### src/bm_pkg.sv
`timescale 1ns / 1ps
`default_nettype none
// ----------------------------------------------------------------------------
// bm_pkg
// Shared constants, the Booth action type and its decoder for the pipelined
// radix-2 Booth multiplier.
// ----------------------------------------------------------------------------
package bm_pkg;

    localparam int BM_WIDTH = 16;

    typedef enum logic [1:0] {
        BOOTH_NONE,
        BOOTH_ADD,
        BOOTH_SUB
    } t_booth_op;

    // pair (q0, q-1): 10 subtracts, 01 adds, 00 / 11 hold
    function automatic t_booth_op booth_decode(input logic q0, input logic qm1);
        t_booth_op op;
        case ({q0, qm1})
            2'b10:   op = BOOTH_SUB;
            2'b01:   op = BOOTH_ADD;
            default: op = BOOTH_NONE;
        endcase
        return op;
    endfunction

endpackage
`default_nettype wire

### src/bm_stage.sv
`timescale 1ns / 1ps
`default_nettype none
// ----------------------------------------------------------------------------
// bm_stage
// One Booth step as a pipeline stage: add or subtract the multiplicand into
// the upper half, arithmetic right shift, register with valid and stall.
// ----------------------------------------------------------------------------
module bm_stage
    import bm_pkg::*;
#(
    parameter int WIDTH = BM_WIDTH
) (
    input  wire logic             i_clk,
    input  wire logic             i_rst_n,
    input  wire logic             i_valid,
    output logic                  o_stall,
    input  wire logic [WIDTH:0]   i_a,
    input  wire logic [WIDTH-1:0] i_q,
    input  wire logic             i_qm1,
    input  wire logic [WIDTH-1:0] i_m,
    output logic                  o_valid,
    input  wire logic             i_stall,
    output logic [WIDTH:0]        o_a,
    output logic [WIDTH-1:0]      o_q,
    output logic                  o_qm1,
    output logic [WIDTH-1:0]      o_m
);

    logic             r_valid;
    logic [WIDTH:0]   r_a;
    logic [WIDTH-1:0] r_q;
    logic             r_qm1;
    logic [WIDTH-1:0] r_m;

    logic             n_valid;
    logic [WIDTH:0]   n_a;
    logic [WIDTH-1:0] n_q;
    logic             n_qm1;

    logic             load;
    logic [WIDTH:0]   m_ext;
    logic [WIDTH:0]   sum;
    t_booth_op        op;

    assign o_stall = r_valid & i_stall;
    assign load    = ~o_stall;

    assign m_ext = {i_m[WIDTH-1], i_m};
    assign op    = booth_decode(i_q[0], i_qm1);

    always_comb begin
        case (op)
            BOOTH_ADD: sum = i_a + m_ext;
            BOOTH_SUB: sum = i_a - m_ext;
            default:   sum = i_a;
        endcase
        n_a     = {sum[WIDTH], sum[WIDTH:1]};
        n_q     = {sum[0], i_q[WIDTH-1:1]};
        n_qm1   = i_q[0];
        n_valid = i_valid;
    end

    always_ff @(posedge i_clk) begin
        if (!i_rst_n) begin
            r_valid <= 1'b0;
        end else if (load) begin
            r_valid <= n_valid;
        end
    end

    always_ff @(posedge i_clk) begin
        if (load) begin
            r_a   <= n_a;
            r_q   <= n_q;
            r_qm1 <= n_qm1;
            r_m   <= i_m;
        end
    end

    assign o_valid = r_valid;
    assign o_a     = r_a;
    assign o_q     = r_q;
    assign o_qm1   = r_qm1;
    assign o_m     = r_m;

    a_empty_never_stalls: assert property (@(posedge i_clk) disable iff (!i_rst_n)
        !r_valid |-> !o_stall)
        else $error("empty stage stalls upstream");

    a_held_stage_keeps_data: assert property (@(posedge i_clk) disable iff (!i_rst_n)
        r_valid && i_stall |=> r_valid && $stable(r_a) && $stable(r_q) && $stable(r_qm1))
        else $error("stalled stage lost its contents");

    a_drain_clears_valid: assert property (@(posedge i_clk) disable iff (!i_rst_n)
        !i_stall && !i_valid |=> !r_valid)
        else $error("stage kept a stale valid");

    a_reset_empties: assert property (@(posedge i_clk)
        !i_rst_n |=> !r_valid)
        else $error("stage valid after reset");

endmodule
`default_nettype wire

### src/booth_radix2_multiplier.sv
`timescale 1ns / 1ps
`default_nettype none
// o_valid rises once a request has passed through all WIDTH stage registers
// throughput: one request per cycle while o_stall is low; each of the WIDTH chained stages
//   does one Booth step, so the stage count sets the latency and not the rate
// a downstream stall holds occupied stages up to the first bubble; empty stages still fill
// reset: synchronous, active low; clears all stage valid bits, data is not reset
// ----------------------------------------------------------------------------
// booth_radix2_multiplier
// Signed radix-2 Booth multiplier, one Booth step per pipeline stage.
// ----------------------------------------------------------------------------
module booth_radix2_multiplier
    import bm_pkg::*;
#(
    parameter int WIDTH = BM_WIDTH
) (
    input  wire logic                 i_clk,
    input  wire logic                 i_rst_n,
    input  wire logic                 i_valid,
    output logic                      o_stall,
    input  wire logic [WIDTH-1:0]     i_multiplicand,
    input  wire logic [WIDTH-1:0]     i_multiplier,
    output logic                      o_valid,
    input  wire logic                 i_stall,
    output logic [2*WIDTH-1:0]        o_product
);

    // index k is the input of stage k; index WIDTH is the last stage output
    logic             s_valid [WIDTH+1];
    logic             s_stall [WIDTH+1];
    logic [WIDTH:0]   s_a     [WIDTH+1];
    logic [WIDTH-1:0] s_q     [WIDTH+1];
    logic             s_qm1   [WIDTH+1];
    logic [WIDTH-1:0] s_m     [WIDTH+1];

    assign s_valid[0] = i_valid;
    assign s_a[0]     = '0;
    assign s_q[0]     = i_multiplier;
    assign s_qm1[0]   = 1'b0;
    assign s_m[0]     = i_multiplicand;
    assign o_stall    = s_stall[0];

    genvar k;
    generate
        for (k = 0; k < WIDTH; k++) begin : g_step
            bm_stage #(
                .WIDTH (WIDTH)
            ) u_stage (
                .i_clk   (i_clk),
                .i_rst_n (i_rst_n),
                .i_valid (s_valid[k]),
                .o_stall (s_stall[k]),
                .i_a     (s_a[k]),
                .i_q     (s_q[k]),
                .i_qm1   (s_qm1[k]),
                .i_m     (s_m[k]),
                .o_valid (s_valid[k+1]),
                .i_stall (s_stall[k+1]),
                .o_a     (s_a[k+1]),
                .o_q     (s_q[k+1]),
                .o_qm1   (s_qm1[k+1]),
                .o_m     (s_m[k+1])
            );
        end
    endgenerate

    assign s_stall[WIDTH] = i_stall;

    // the extra low bit is dropped; the guard bit of the upper half is redundant
    assign o_valid   = s_valid[WIDTH];
    assign o_product = {s_a[WIDTH][WIDTH-1:0], s_q[WIDTH]};

endmodule
`default_nettype wire

### config.mk
export PLATFORM = sky130hd
export DESIGN_NAME = booth_radix2_multiplier
export DESIGN_NICKNAME = d
export VERILOG_FILES = /design/src/bm_pkg.sv /design/src/bm_stage.sv /design/src/booth_radix2_multiplier.sv
export SDC_FILE = /design/constraint.sdc
export NUM_CORES = 1
export LEC_CHECK = 0
export ABC_AREA = 1
export BUFFER_PORTS_ARGS = -buffer_cell sky130_fd_sc_hd__buf_2
export CAP_MARGIN = 30
export CORE_MARGIN = 1
export CORE_UTILIZATION = 64
export CTS_BUF_LIST = sky130_fd_sc_hd__clkbuf_4 sky130_fd_sc_hd__clkbuf_8 sky130_fd_sc_hd__clkbuf_16
export DETAILED_ROUTE_END_ITERATION = 7
export PLACE_DENSITY_LB_ADDON = 0.05
export SLEW_MARGIN = 20
export SYNTH_ARGS = -nofsm -noshare
export SYNTH_HDL_FRONTEND = slang
export SYNTH_SLANG_ARGS = --single-unit
### constraint.sdc
create_clock -name i_clk -period 8.01 [get_ports i_clk]
set_input_delay 1.602 -clock i_clk [delete_from_list [all_inputs] [get_ports i_clk]]
set_output_delay 1.602 -clock i_clk [all_outputs]
set_load 0.05 [all_outputs]
Yosys cells after proc, flatten, opt, wreduce, memory -nomap -nowiden:

Cells that the tools add are included.

* register bits: 783
* bits of input ports: 36
* output and inout port bits: 34
* word-level logic and storage cells: 219

* $add $sub $neg: 31
* eq/ne operators: 62
* mux-type cells: 32
* bitwise gates (word level): 16

Operators with widths (count)
* 17-bit case mux with 2 select lines: 16
* 16-bit by 16-bit adder with 17-bit output: 15
* 16-bit by 16-bit subtractor with 17-bit output: 15
* 2-bit by 1-bit equality test with 1-bit output (second input constant): 31
* 2-bit equality test (second input constant): 31
* 2-bit case mux with 2 select lines: 15
* 1-bit by 16-bit subtractor with 17-bit output (first input constant): 1
* 1-bit bitwise AND: 16
* 2-bit 2-to-1 mux: 1

Logic depth before layout (Yosys ltp):

Gate-level depths: netlist of the first run.

* depth in word-level cells: 16
* gate-level depth with buffers: 23
* mapped depth without buffers: 23

Cells and area by module:

Synthesis of the first run repeated with hierarchy kept, for this count alone.

* cell total of the unflattened synthesis: 5518
* area total of the unflattened synthesis: 48993.2 um^2

Modules (own cells, without submodules)
* bm_stage (g_step[0].u_stage ...): instances 13, cells an instance 344, area each 3056.7 um^2, sequential area each 1491.4 um^2
* bm_stage (g_step[8].u_stage ...): instances 2, cells an instance 350, area each 3083.0 um^2, sequential area each 1491.4 um^2
* bm_stage (g_step[7].u_stage): instances 1, cells an instance 345, area each 3086.7 um^2, sequential area each 1491.4 um^2
* booth_radix2_multiplier: instances 1, cells an instance 1, area each 3.8 um^2, sequential area each 0.0 um^2

Worst setup path after synthesis of the first run:

OpenSTA, ideal clock, no wires.

* path type: input to output
* start: input port i_stall
* end: output port o_stall
* arrival: 6.237 ns
* data required time: 6.408 ns
* setup slack: 0.171 ns
* cell stages on the path: 10
* cells stage by stage: nand2_2 nor2_4 nand4_4 nor2_4 nand4_4 nor2_4 nand4_4 nor2_4 nand3_2 inv_1

* word-level cells in the longest chain between the ends: 16

RTL lines
* start, declared: line booth_radix2_multiplier.sv:24 `input wire logic i_stall,`
* 1-bit bitwise AND (16 in series): line bm_stage.sv:45 `assign o_stall = r_valid & i_stall;`
* end, declared: line booth_radix2_multiplier.sv:20 `output logic o_stall,`

Every way passes these cells.

Worst setup path in the final report of the first run:

Same ends and word-level chain as after synthesis.

==> metrics.md, run 1 <==
| Metric | Value |
|---|---|
| DR DRC count | 0 |
| Post_cts resized | 0 |
| Clock power frac | 23.6% |
| Wire length per cell | 16.24 um |
| Total CTS buffers | 81 |
| Chip height | roughly 270 um |
| Yosys cell types | 41 |
| Ports | 70 |
| Clk buf depth | 3 |
| Hold Buf Count CTS | 0 |
| RSZ-0062 raised after global routing | false |
| Layout area overhead | 9.753% |
| Yosys top cell by area | edfxtp_1 |
| Max-slew headroom | 47.87% |
| Register area share after synthesis | between 50 and 60% |
| Max Cap Viol | 0 |
| Port bufs | 69 |
| Synth top area cells | edfxtp_1, nand2_1, ha_1 |
| Chip width | ~270 um |
| Worst min path class | reg2reg |
| Antenna-violating nets left | 0 |
| Global placer's final weighted congestion | slightly above 0.9 |
| Row count | between 90 and 100 |
| Net Count, Synth | approximately 5100 |
| Final hold vios | 0 |
| Clk_skew | a little under 0.03 ns |
| Vias in the first global route | ~30000 |
| Largest family of logic cells by synthesized area | simple AND/OR/NAND/NOR gates |
| Clk sink count | slightly below 800 |
| CP endpoint kind | primary output |
| Switch share | 37.39% |
| Final worst-path cycle share | between 60 and 70% |
| Antenna cells | 0 |
| Int Power | roughly 10 mW |
| Switching power | 6.113 mW |
| Share of layout cells above drive strength 1 | 7.478% |
| Synth warnings | 0 |
| Worst setup SP type | primary input |
| Drt first pass iters | 6 |
| Critical path's slowest cell | buf_4 |
| Via density per instance | around 5.4 |
| Global-route wire length before repair | between 150000 and 200000 um |
| Synth Area in Compound Gates | a little under 9% |
| Crit path max fanout | 51 |
| Worst skew pair latency | 0.65 ns |
| Peak supply drop | 0.2876 mV |
| Synth Area in XOR/XNOR | under 10% |
| GRT Resource Usage Total | 27.12% |
| Setup TNS | 0 ns |
| Drt first-iter violations | 2403 |
| Critical Path AT | between 3 and 4 ns |
| Sequential share of power | between 30% and 40% |
| Vias post-DR | around 32000 |
| Initial antenna violation count | 0 |
| CTS H-tree lvls | 3 |
| Mux cell area share after synthesis | 0% |
| Core region area | 68590 um^2 |
| Tightest Pin Transition | about 0.8 ns |
| DRT Wirelength | approximately 95000 um |
| Leakage power figure | ~22 nW |
| Combinational Power Share | a little under two fifths |
| Die area | 70350 um^2 |
| Synth Register Bits | between 700 and 800 |
| Final Slew Violations | 0 |
| Post-synth top area share | about half |
| Clock-pin slew on the worst setup and hold paths | ~0.060 ns |
| Largest net degree at the start of global routing | 52 |
| Largest stage delay, worst path | just over 0.3 ns |
| Post-Synth Adder-Cell Area | under 10% |
| Clk root buf | clkbuf_16 |
| Starting Density | between 60% and 70% |
| Overflow after GRT | 0 |
| Synth Area in Simple Gates | between 10% and 20% |
| Status | completed |
| Fmax | between 150 and 200 MHz |
| Crit-path cells | buf_2 > nand2_2 > nor2_4 > nand4_4 > nor2_4 > nand4_4 > buf_4 > nor2_4 > nand4_4 > nor2_4 > nand3_2 > buf_4 > inv_1 > buf_2 |
| Post-Synthesis Cells | 4728 |
| Synthesized area | between 40000 and 50000 um^2 |
| Critical Path RT | about 6.4 ns |
| Final setup viols | 0 |
| Layout Utilization | between 70 and 80% |
| DP HPWL | ~72000 um |
| CP Class | in2out |
| Pwr Density | around 340 nW/um^2 |
| Power Total | 16.35 mW |
| Post-layout min period | about 5.5 ns |
| Most frequent CP cell | nor2_4 |
| TritonCTS clock tree | done |
| Final nets | 5162 |
| Avg Synthesized Cell Area | 9.380 um^2 |
| Post-CTS setup buffers | 0 |
==> state kept, by name, summed over array words and instances, names as in the netlist <==
signal                  flops
g_step.u_stage.o_m        240
g_step.u_stage.o_a        256
g_step.u_stage.o_valid     16
g_step.u_stage.o_qm1       15
g_step.u_stage.o_q        256
==> routing by layer <==
metal	part of all wire, %	track usage [%]	vias up
met5	0	0	-
met4	3.2	8.905	0
met3	5.2	3.907	186
met2	47	44.78	799
met1	45	37.06	14550
li1	-	-	16260
==> metrics by stage <==
stage,instance area (um^2),hold WS (ns),setup WS [ns],std cells
finish,48670,0.3934,2.511,5839
global route,48670,0.4182,2.347,5839
CTS,48610,0.3910,2.457,5836
detailed placement,45840,0.4045,2.507,5685
global placement,45750,0.4006,2.495,5681
floorplan,44350,0.4003,0.1709,4728
==> cell type report <==
type | instances | area [um^2]
clock buffers | 99 | 2206
clock inverters | 52 | 571.8
fillers | 5236 | 19910
inverters | 681 | 2556
multi-input cells | 3202 | 18220
flip-flops and latches | 783 | 23350
well taps | 931 | 1165
repair buffers | 91 | 605.6
==> power by group through the flow <==
stage | clock network, mW | registers (mW) | logic [mW]
floorplan | 0 | 6.47 | 4.45
detailed placement | 0 | 6.55 | 5.91
global placement | 0 | 6.54 | 5.80
finish | 3.86 | 6.48 | 6.01
CTS | 3.92 | 6.48 | 5.96
global route | 4.08 | 6.57 | 6.86
==> placed cells by master, fill, tap and decap left out, drive strengths merged, types with 99 or more instances in the layout <==
master	count
inv	682
o21ai	276
a21oi	270
nand2	1059
ha	271
nor2	360
clkbuf	99
edfxtp	767
nor3	128
nand3	249
xor2	180
==> cell families (layout without fill, tap and decap cells) <==
logic type	count (synthesis)	in the layout
flip-flops	783	783
adder cells (fa/ha/maj)	286	286
AO/OA/AOI/OAI	705	705
XOR/XNOR	253	253
AND/OR/NAND/NOR	1958	1958
buffers and inverters	743	923
==> cell usage after synthesis <==
library cell  instances
a211oi_1              2
a21boi_0             11
a21o_1               13
a21oi_1             268
a21oi_2               2
a221oi_1              2
a31o_2                2
a31oi_1              54
buf_1                 1
clkbuf_1             61
clkinv_1              3
dfxtp_1              16
edfxtp_1            767
fa_1                 15
ha_1                271
inv_1               678
nand2_1            1058
nand2_2               1
nand3_1             248
nand3_2               1
nand3b_1             10
nand4_1              34
nand4_4               3
nor2_1              355
nor2_2                1
nor2_4                4
nor3_1              128
nor4_1               13
o211ai_1              1
o21a_1                6
o21ai_0             248
o21ai_1              11
o21ai_2              17
o21bai_1             37
o31ai_1              25
o41ai_1               6
or2_1                 1
or2_2                88
or3b_1               13
xnor2_1              73
xor2_1              180
==> worst paths after layout <==
kind | startpoint | endpoint | slack, ns | depth (start not counted)
hold reg to reg | g_step[6].u_stage.o_q[10] | g_step[7].u_stage.o_q[9] | 0.39 | 0
setup / recovery | i_stall | o_stall | 2.51 | 14
setup reg to reg | g_step[2].u_stage.o_m[0] | g_step[3].u_stage.o_a[12] | 4.22 | 17
hold / removal | g_step[6].u_stage.o_q[10] | g_step[7].u_stage.o_q[9] | 0.39 | 0
==> critical path, delay by kind of cell <==
| kind | cells | cell delay (ns) |
|---|---|---|
| simple gates | 9 | 1.13 |
| buf+inv | 5 | 1.08 |
No activity file was read; power rests on OpenSTA's default activity.
==> run 2: changes to the inputs <==
ABC_AREA = 0   (was 1)
CORE_UTILIZATION = 58   (was 64)
clock period = 4.8 ns   (was 8.01 ns; I/O delays follow)
==> metrics.md, run 2 <==
| Metric | Value |
|---|---|
| Status | completed |
| Clk root buf | clkbuf_16 |
| Leakage power figure | 18.41 nW (-18%) |
| Clock power frac | 23.9% (+0.3 points) |
| Largest net degree at the start of global routing | 51 (-1.9%) |
| Drt first pass iters | 6 (unchanged) |
| Top_reg_cell synth | edfxtp_1 |
| Critical Path RT | 5.17 ns (-1.24 ns) |
| Post_cts resized | 0 (unchanged) |
| Global-route wire length before repair | 145400 um (-3.9%) |
| Synth warnings | 0 (unchanged) |
| Avg Synthesized Cell Area | 11.56 um^2 (+23%) |
| DRT Wirelength | 90920 um (-4.1%) |
| Final worst-path cycle share | between 80% and 90% |
| Synthesized area | 42680 um^2 (-3.8%) |
| Hold Buf Count CTS | 0 (unchanged) |
| Combinational Power Share | 36.9% (about the same) |
| Critical Path AT | 4.64 ns (+0.74 ns) |
| Net Count, Synth | 4015 (-20%) |
| DP Area | 44200 um^2 (-3.6%) |
| Ports | 70 (unchanged) |
| Sequential share of power | 39.2% (-0.4 points) |
| Hold depth | 0 (unchanged) |
| CP endpoint kind | register |
| Overflow after GRT | 0 (unchanged) |
| Switching power | 9.755 mW (+60%) |
| CTS H-tree lvls | 3 (unchanged) |
| Port bufs | 69 (unchanged) |
| Wire length per cell | 18.87 um (+16%) |
| Critical path's slowest cell | or4_1 |
| GRT Resource Usage Total | 24.22% (-2.9 points) |
| Int Power | 18.09 mW (+77%) |
| Most frequent CP cell | a21oi_1 |
| Clk_skew | 0.01411 ns (-0.01525 ns) |
| Vias post-DR | 28760 (-9.5%) |
| Worst reg2reg path endpoint | g_step[5].u_stage.o_a[10] |
| Pwr Density | 591.4 nW/um^2 (+76%) |
| Yosys top cell by area | edfxtp_1 |
| Worst setup margin | 0.5336 ns (-1.977 ns) |
| Share of layout cells above drive strength 1 | 8.549% (+1.1 points) |
| Final setup viols | 0 (unchanged) |
| Drt first-iter violations | 2205 (-8.2%) |
| Clk sink count | 783 (unchanged) |
| CP Class | reg2reg |
| Vias in the first global route | 27520 (-7.4%) |
| Hold_sp | g_step[1].u_stage.o_q[15] |
| Peak supply drop | 0.5885 mV (+100%) |
| Count leader, synth | edfxtp_1 |
| Crit-path cells | or4_1 > nor4_1 > buf_4 > nor2_1 > xnor2_1 > ha_1 > a21o_1 > a21oi_1 > nand2_1 > a41oi_1 > a21oi_1 > xor2_1 > mux2_2 |
| Post-layout min period | roughly 4.3 ns |
| Worst min path class | reg2reg |
| Flop2flop setup slack | 0.53 ns (-3.69 ns) |
| Post-Synthesis Cells | 3693 (-22%) |
| Final hold vios | 0 (unchanged) |
| Reg-to-Reg Start | g_step[4].u_stage.o_m[3] |
| Power Total | 27.85 mW (+70%) |
| Worst Hold End | g_step[2].u_stage.o_q[14] |
| Antenna-violating nets left | 0 (unchanged) |
| Final nets | 4116 (-20%) |
| Final Slew Violations | 0 (unchanged) |
| Total CTS buffers | 82 (+1.2%) |
| Synth top area cells | edfxtp_1, ha_1, xnor2_1 |
| Tightest Pin Transition | 0.9499 ns (+0.1680 ns) |
| Fmax | 234.4 MHz |
| Antenna cells | 0 (unchanged) |
| Chip width | 273.3 um (+3.0%) |
| Yosys cell types | 73 (+78%) |
| DR DRC count | 0 (unchanged) |
| Clk buf depth | 3 (unchanged) |
| Via density per instance | 5.968 (+9.6%) |
| Worst skew pair latency | 0.63 ns (-0.02 ns) |
| Layout area overhead | 10.32% |
| Post-CTS setup buffers | 0 (unchanged) |
| Row count | 99 (+3.1%) |
| Chip height | 273.3 um (+3.0%) |
| Most frequent cells in the layout | edfxtp_1, xnor2_1, nand2_1, o21ai_0, ha_1 |
| DP HPWL | 67380 um (-7.0%) |
| Register area share after synthesis | 54.71% (+2.1 points) |
| Depth of the most critical reg-to-reg path | 13 (-4) |
| Most common cell after layout, fill and taps aside | edfxtp_1 |
| Initial antenna violation count | 0 (unchanged) |
| Max-slew headroom | 36.67% (-11 points) |
| TritonCTS clock tree | done |
| Post-synth top cells | edfxtp_1, xnor2_1, nand2_1 |
| Post-synth top area share | 53.96% (+2.0 points) |
| Place WS | 0.5653 ns (-1.942 ns) |
| Final hold slack | 0.4142 ns (+0.02072 ns) |
| Synth Register Bits | 783 (unchanged) |
| EDFF count, synth | 767 (unchanged) |
| Async SR Flop Fraction | 0% (unchanged) |
| Starting Density | 58.60% (-6.1 points) |
| Largest stage delay, worst path | 0.70 ns (+0.39 ns) |
| Crit path max fanout | 6 (-88%) |
| Core region area | 72830 um^2 (+6.2%) |
| Switch share | 35.03% (-2.4 points) |
| Clock-pin slew on the worst setup and hold paths | 0.06 ns (about the same) |
| Global placer's final weighted congestion | 0.9483 (+3.5%) |
| Design area | 47090 um^2 (-3.3%) |
| Worst setup SP type | register |
| Max Cap Viol | 0 (unchanged) |
| RSZ-0062 raised after global routing | false |
| Die area | 74680 um^2 (+6.2%) |
| Setup TNS | 0 ns (unchanged) |
[run 2: cell count changes in the layout (fill, tap and decap cells not counted), sizes merged, moves of 39 or more]
cell,before,now
or2,89,8
xor2,180,96
inv,682,183
a21o,13,67
nand2,1059,319
nand3,249,42
nor3,128,75
nor4,13,61
nand2b,0,39
nor2,360,231
xnor2,73,322
[run 2: layer usage]
metal / GRT usage, % / routed length, um
met1: 32.62 / 40470
met2: 41.17 / 44340
met3: 3.263 / 4000
met4: 6.572 / 2112
met5: 0 / 0
[run 2: kinds of logic after synthesis]
group                    Yosys count  synth area share [%]
adder cells (fa/ha/maj)          286                 8.648
buffers and inverters            256                 2.269
XOR/XNOR                         418                 8.578
flip-flops                       783                 54.71
AND/OR/NAND/NOR                  971                 11.03
AO/OA/AOI/OAI                    907                 12.97
multiplexers                      72                 1.794
[run 2: how the worst max path moves through the flow]
| stage | from | to | slack, ns | cells past startpoint |
|---|---|---|---|---|
| after floorplan | i_stall | o_stall | 0.22 | 8 |
| after global placement | g_step[5].u_stage.o_m[3] | g_step[6].u_stage.o_a[14] | 0.69 | 12 |
| after detailed placement | g_step[4].u_stage.o_m[3] | g_step[5].u_stage.o_a[10] | 0.57 | 13 |
| after CTS | g_step[4].u_stage.o_m[3] | g_step[5].u_stage.o_a[10] | 0.51 | 13 |
| after global routing | g_step[4].u_stage.o_m[3] | g_step[5].u_stage.o_a[10] | 0.24 | 13 |
| final | g_step[4].u_stage.o_m[3] | g_step[5].u_stage.o_a[10] | 0.53 | 13 |
[run 2: power groups by stage]
stage               clock, mW  combinational, mW  sequential, mW
floorplan                   0               7.69            11.0
global placement            0               9.77            11.0
detailed placement          0               10.1            11.1
CTS                      6.80               10.2            10.9
global route             7.04               11.5            11.1
finish                   6.65               10.3            10.9
[run 2: worst max-delay path: cells and delay by family, from the launching register on]
| kind | cells | cell delay [ns] |
|---|---|---|
| AO/OA/AOI/OAI | 4 | 1.12 |
| flip-flops | 1 | 0.51 |
| multiplexers | 1 | 0.29 |
| buffers and inverters | 1 | 0.22 |
| XOR/XNOR | 2 | 0.33 |
| adder cells (fa/ha/maj) | 1 | 0.36 |
| AND/OR/NAND/NOR | 4 | 1.17 |
[run 2: stage by stage]
| stage | cells | util (%) |
|---|---|---|
| global placement | 4663 | 60.57 |
| detailed placement | 4667 | 60.68 |
| floorplan | 3693 | - |
| global route | 4819 | 64.65 |
| finish | 4819 | 64.65 |
| CTS | 4817 | 64.59 |
[run 2: cell type report]
type	count	area (um^2)
Sequential cell	783	23350
Clock inverter	57	710.7
Fill cell	5601	25750
Clock buffer	93	2135
Multi-Input combinational cell	2654	18400
Inverter	176	660.6
Timing Repair Buffer	97	633.1
Tap cell	959	1200
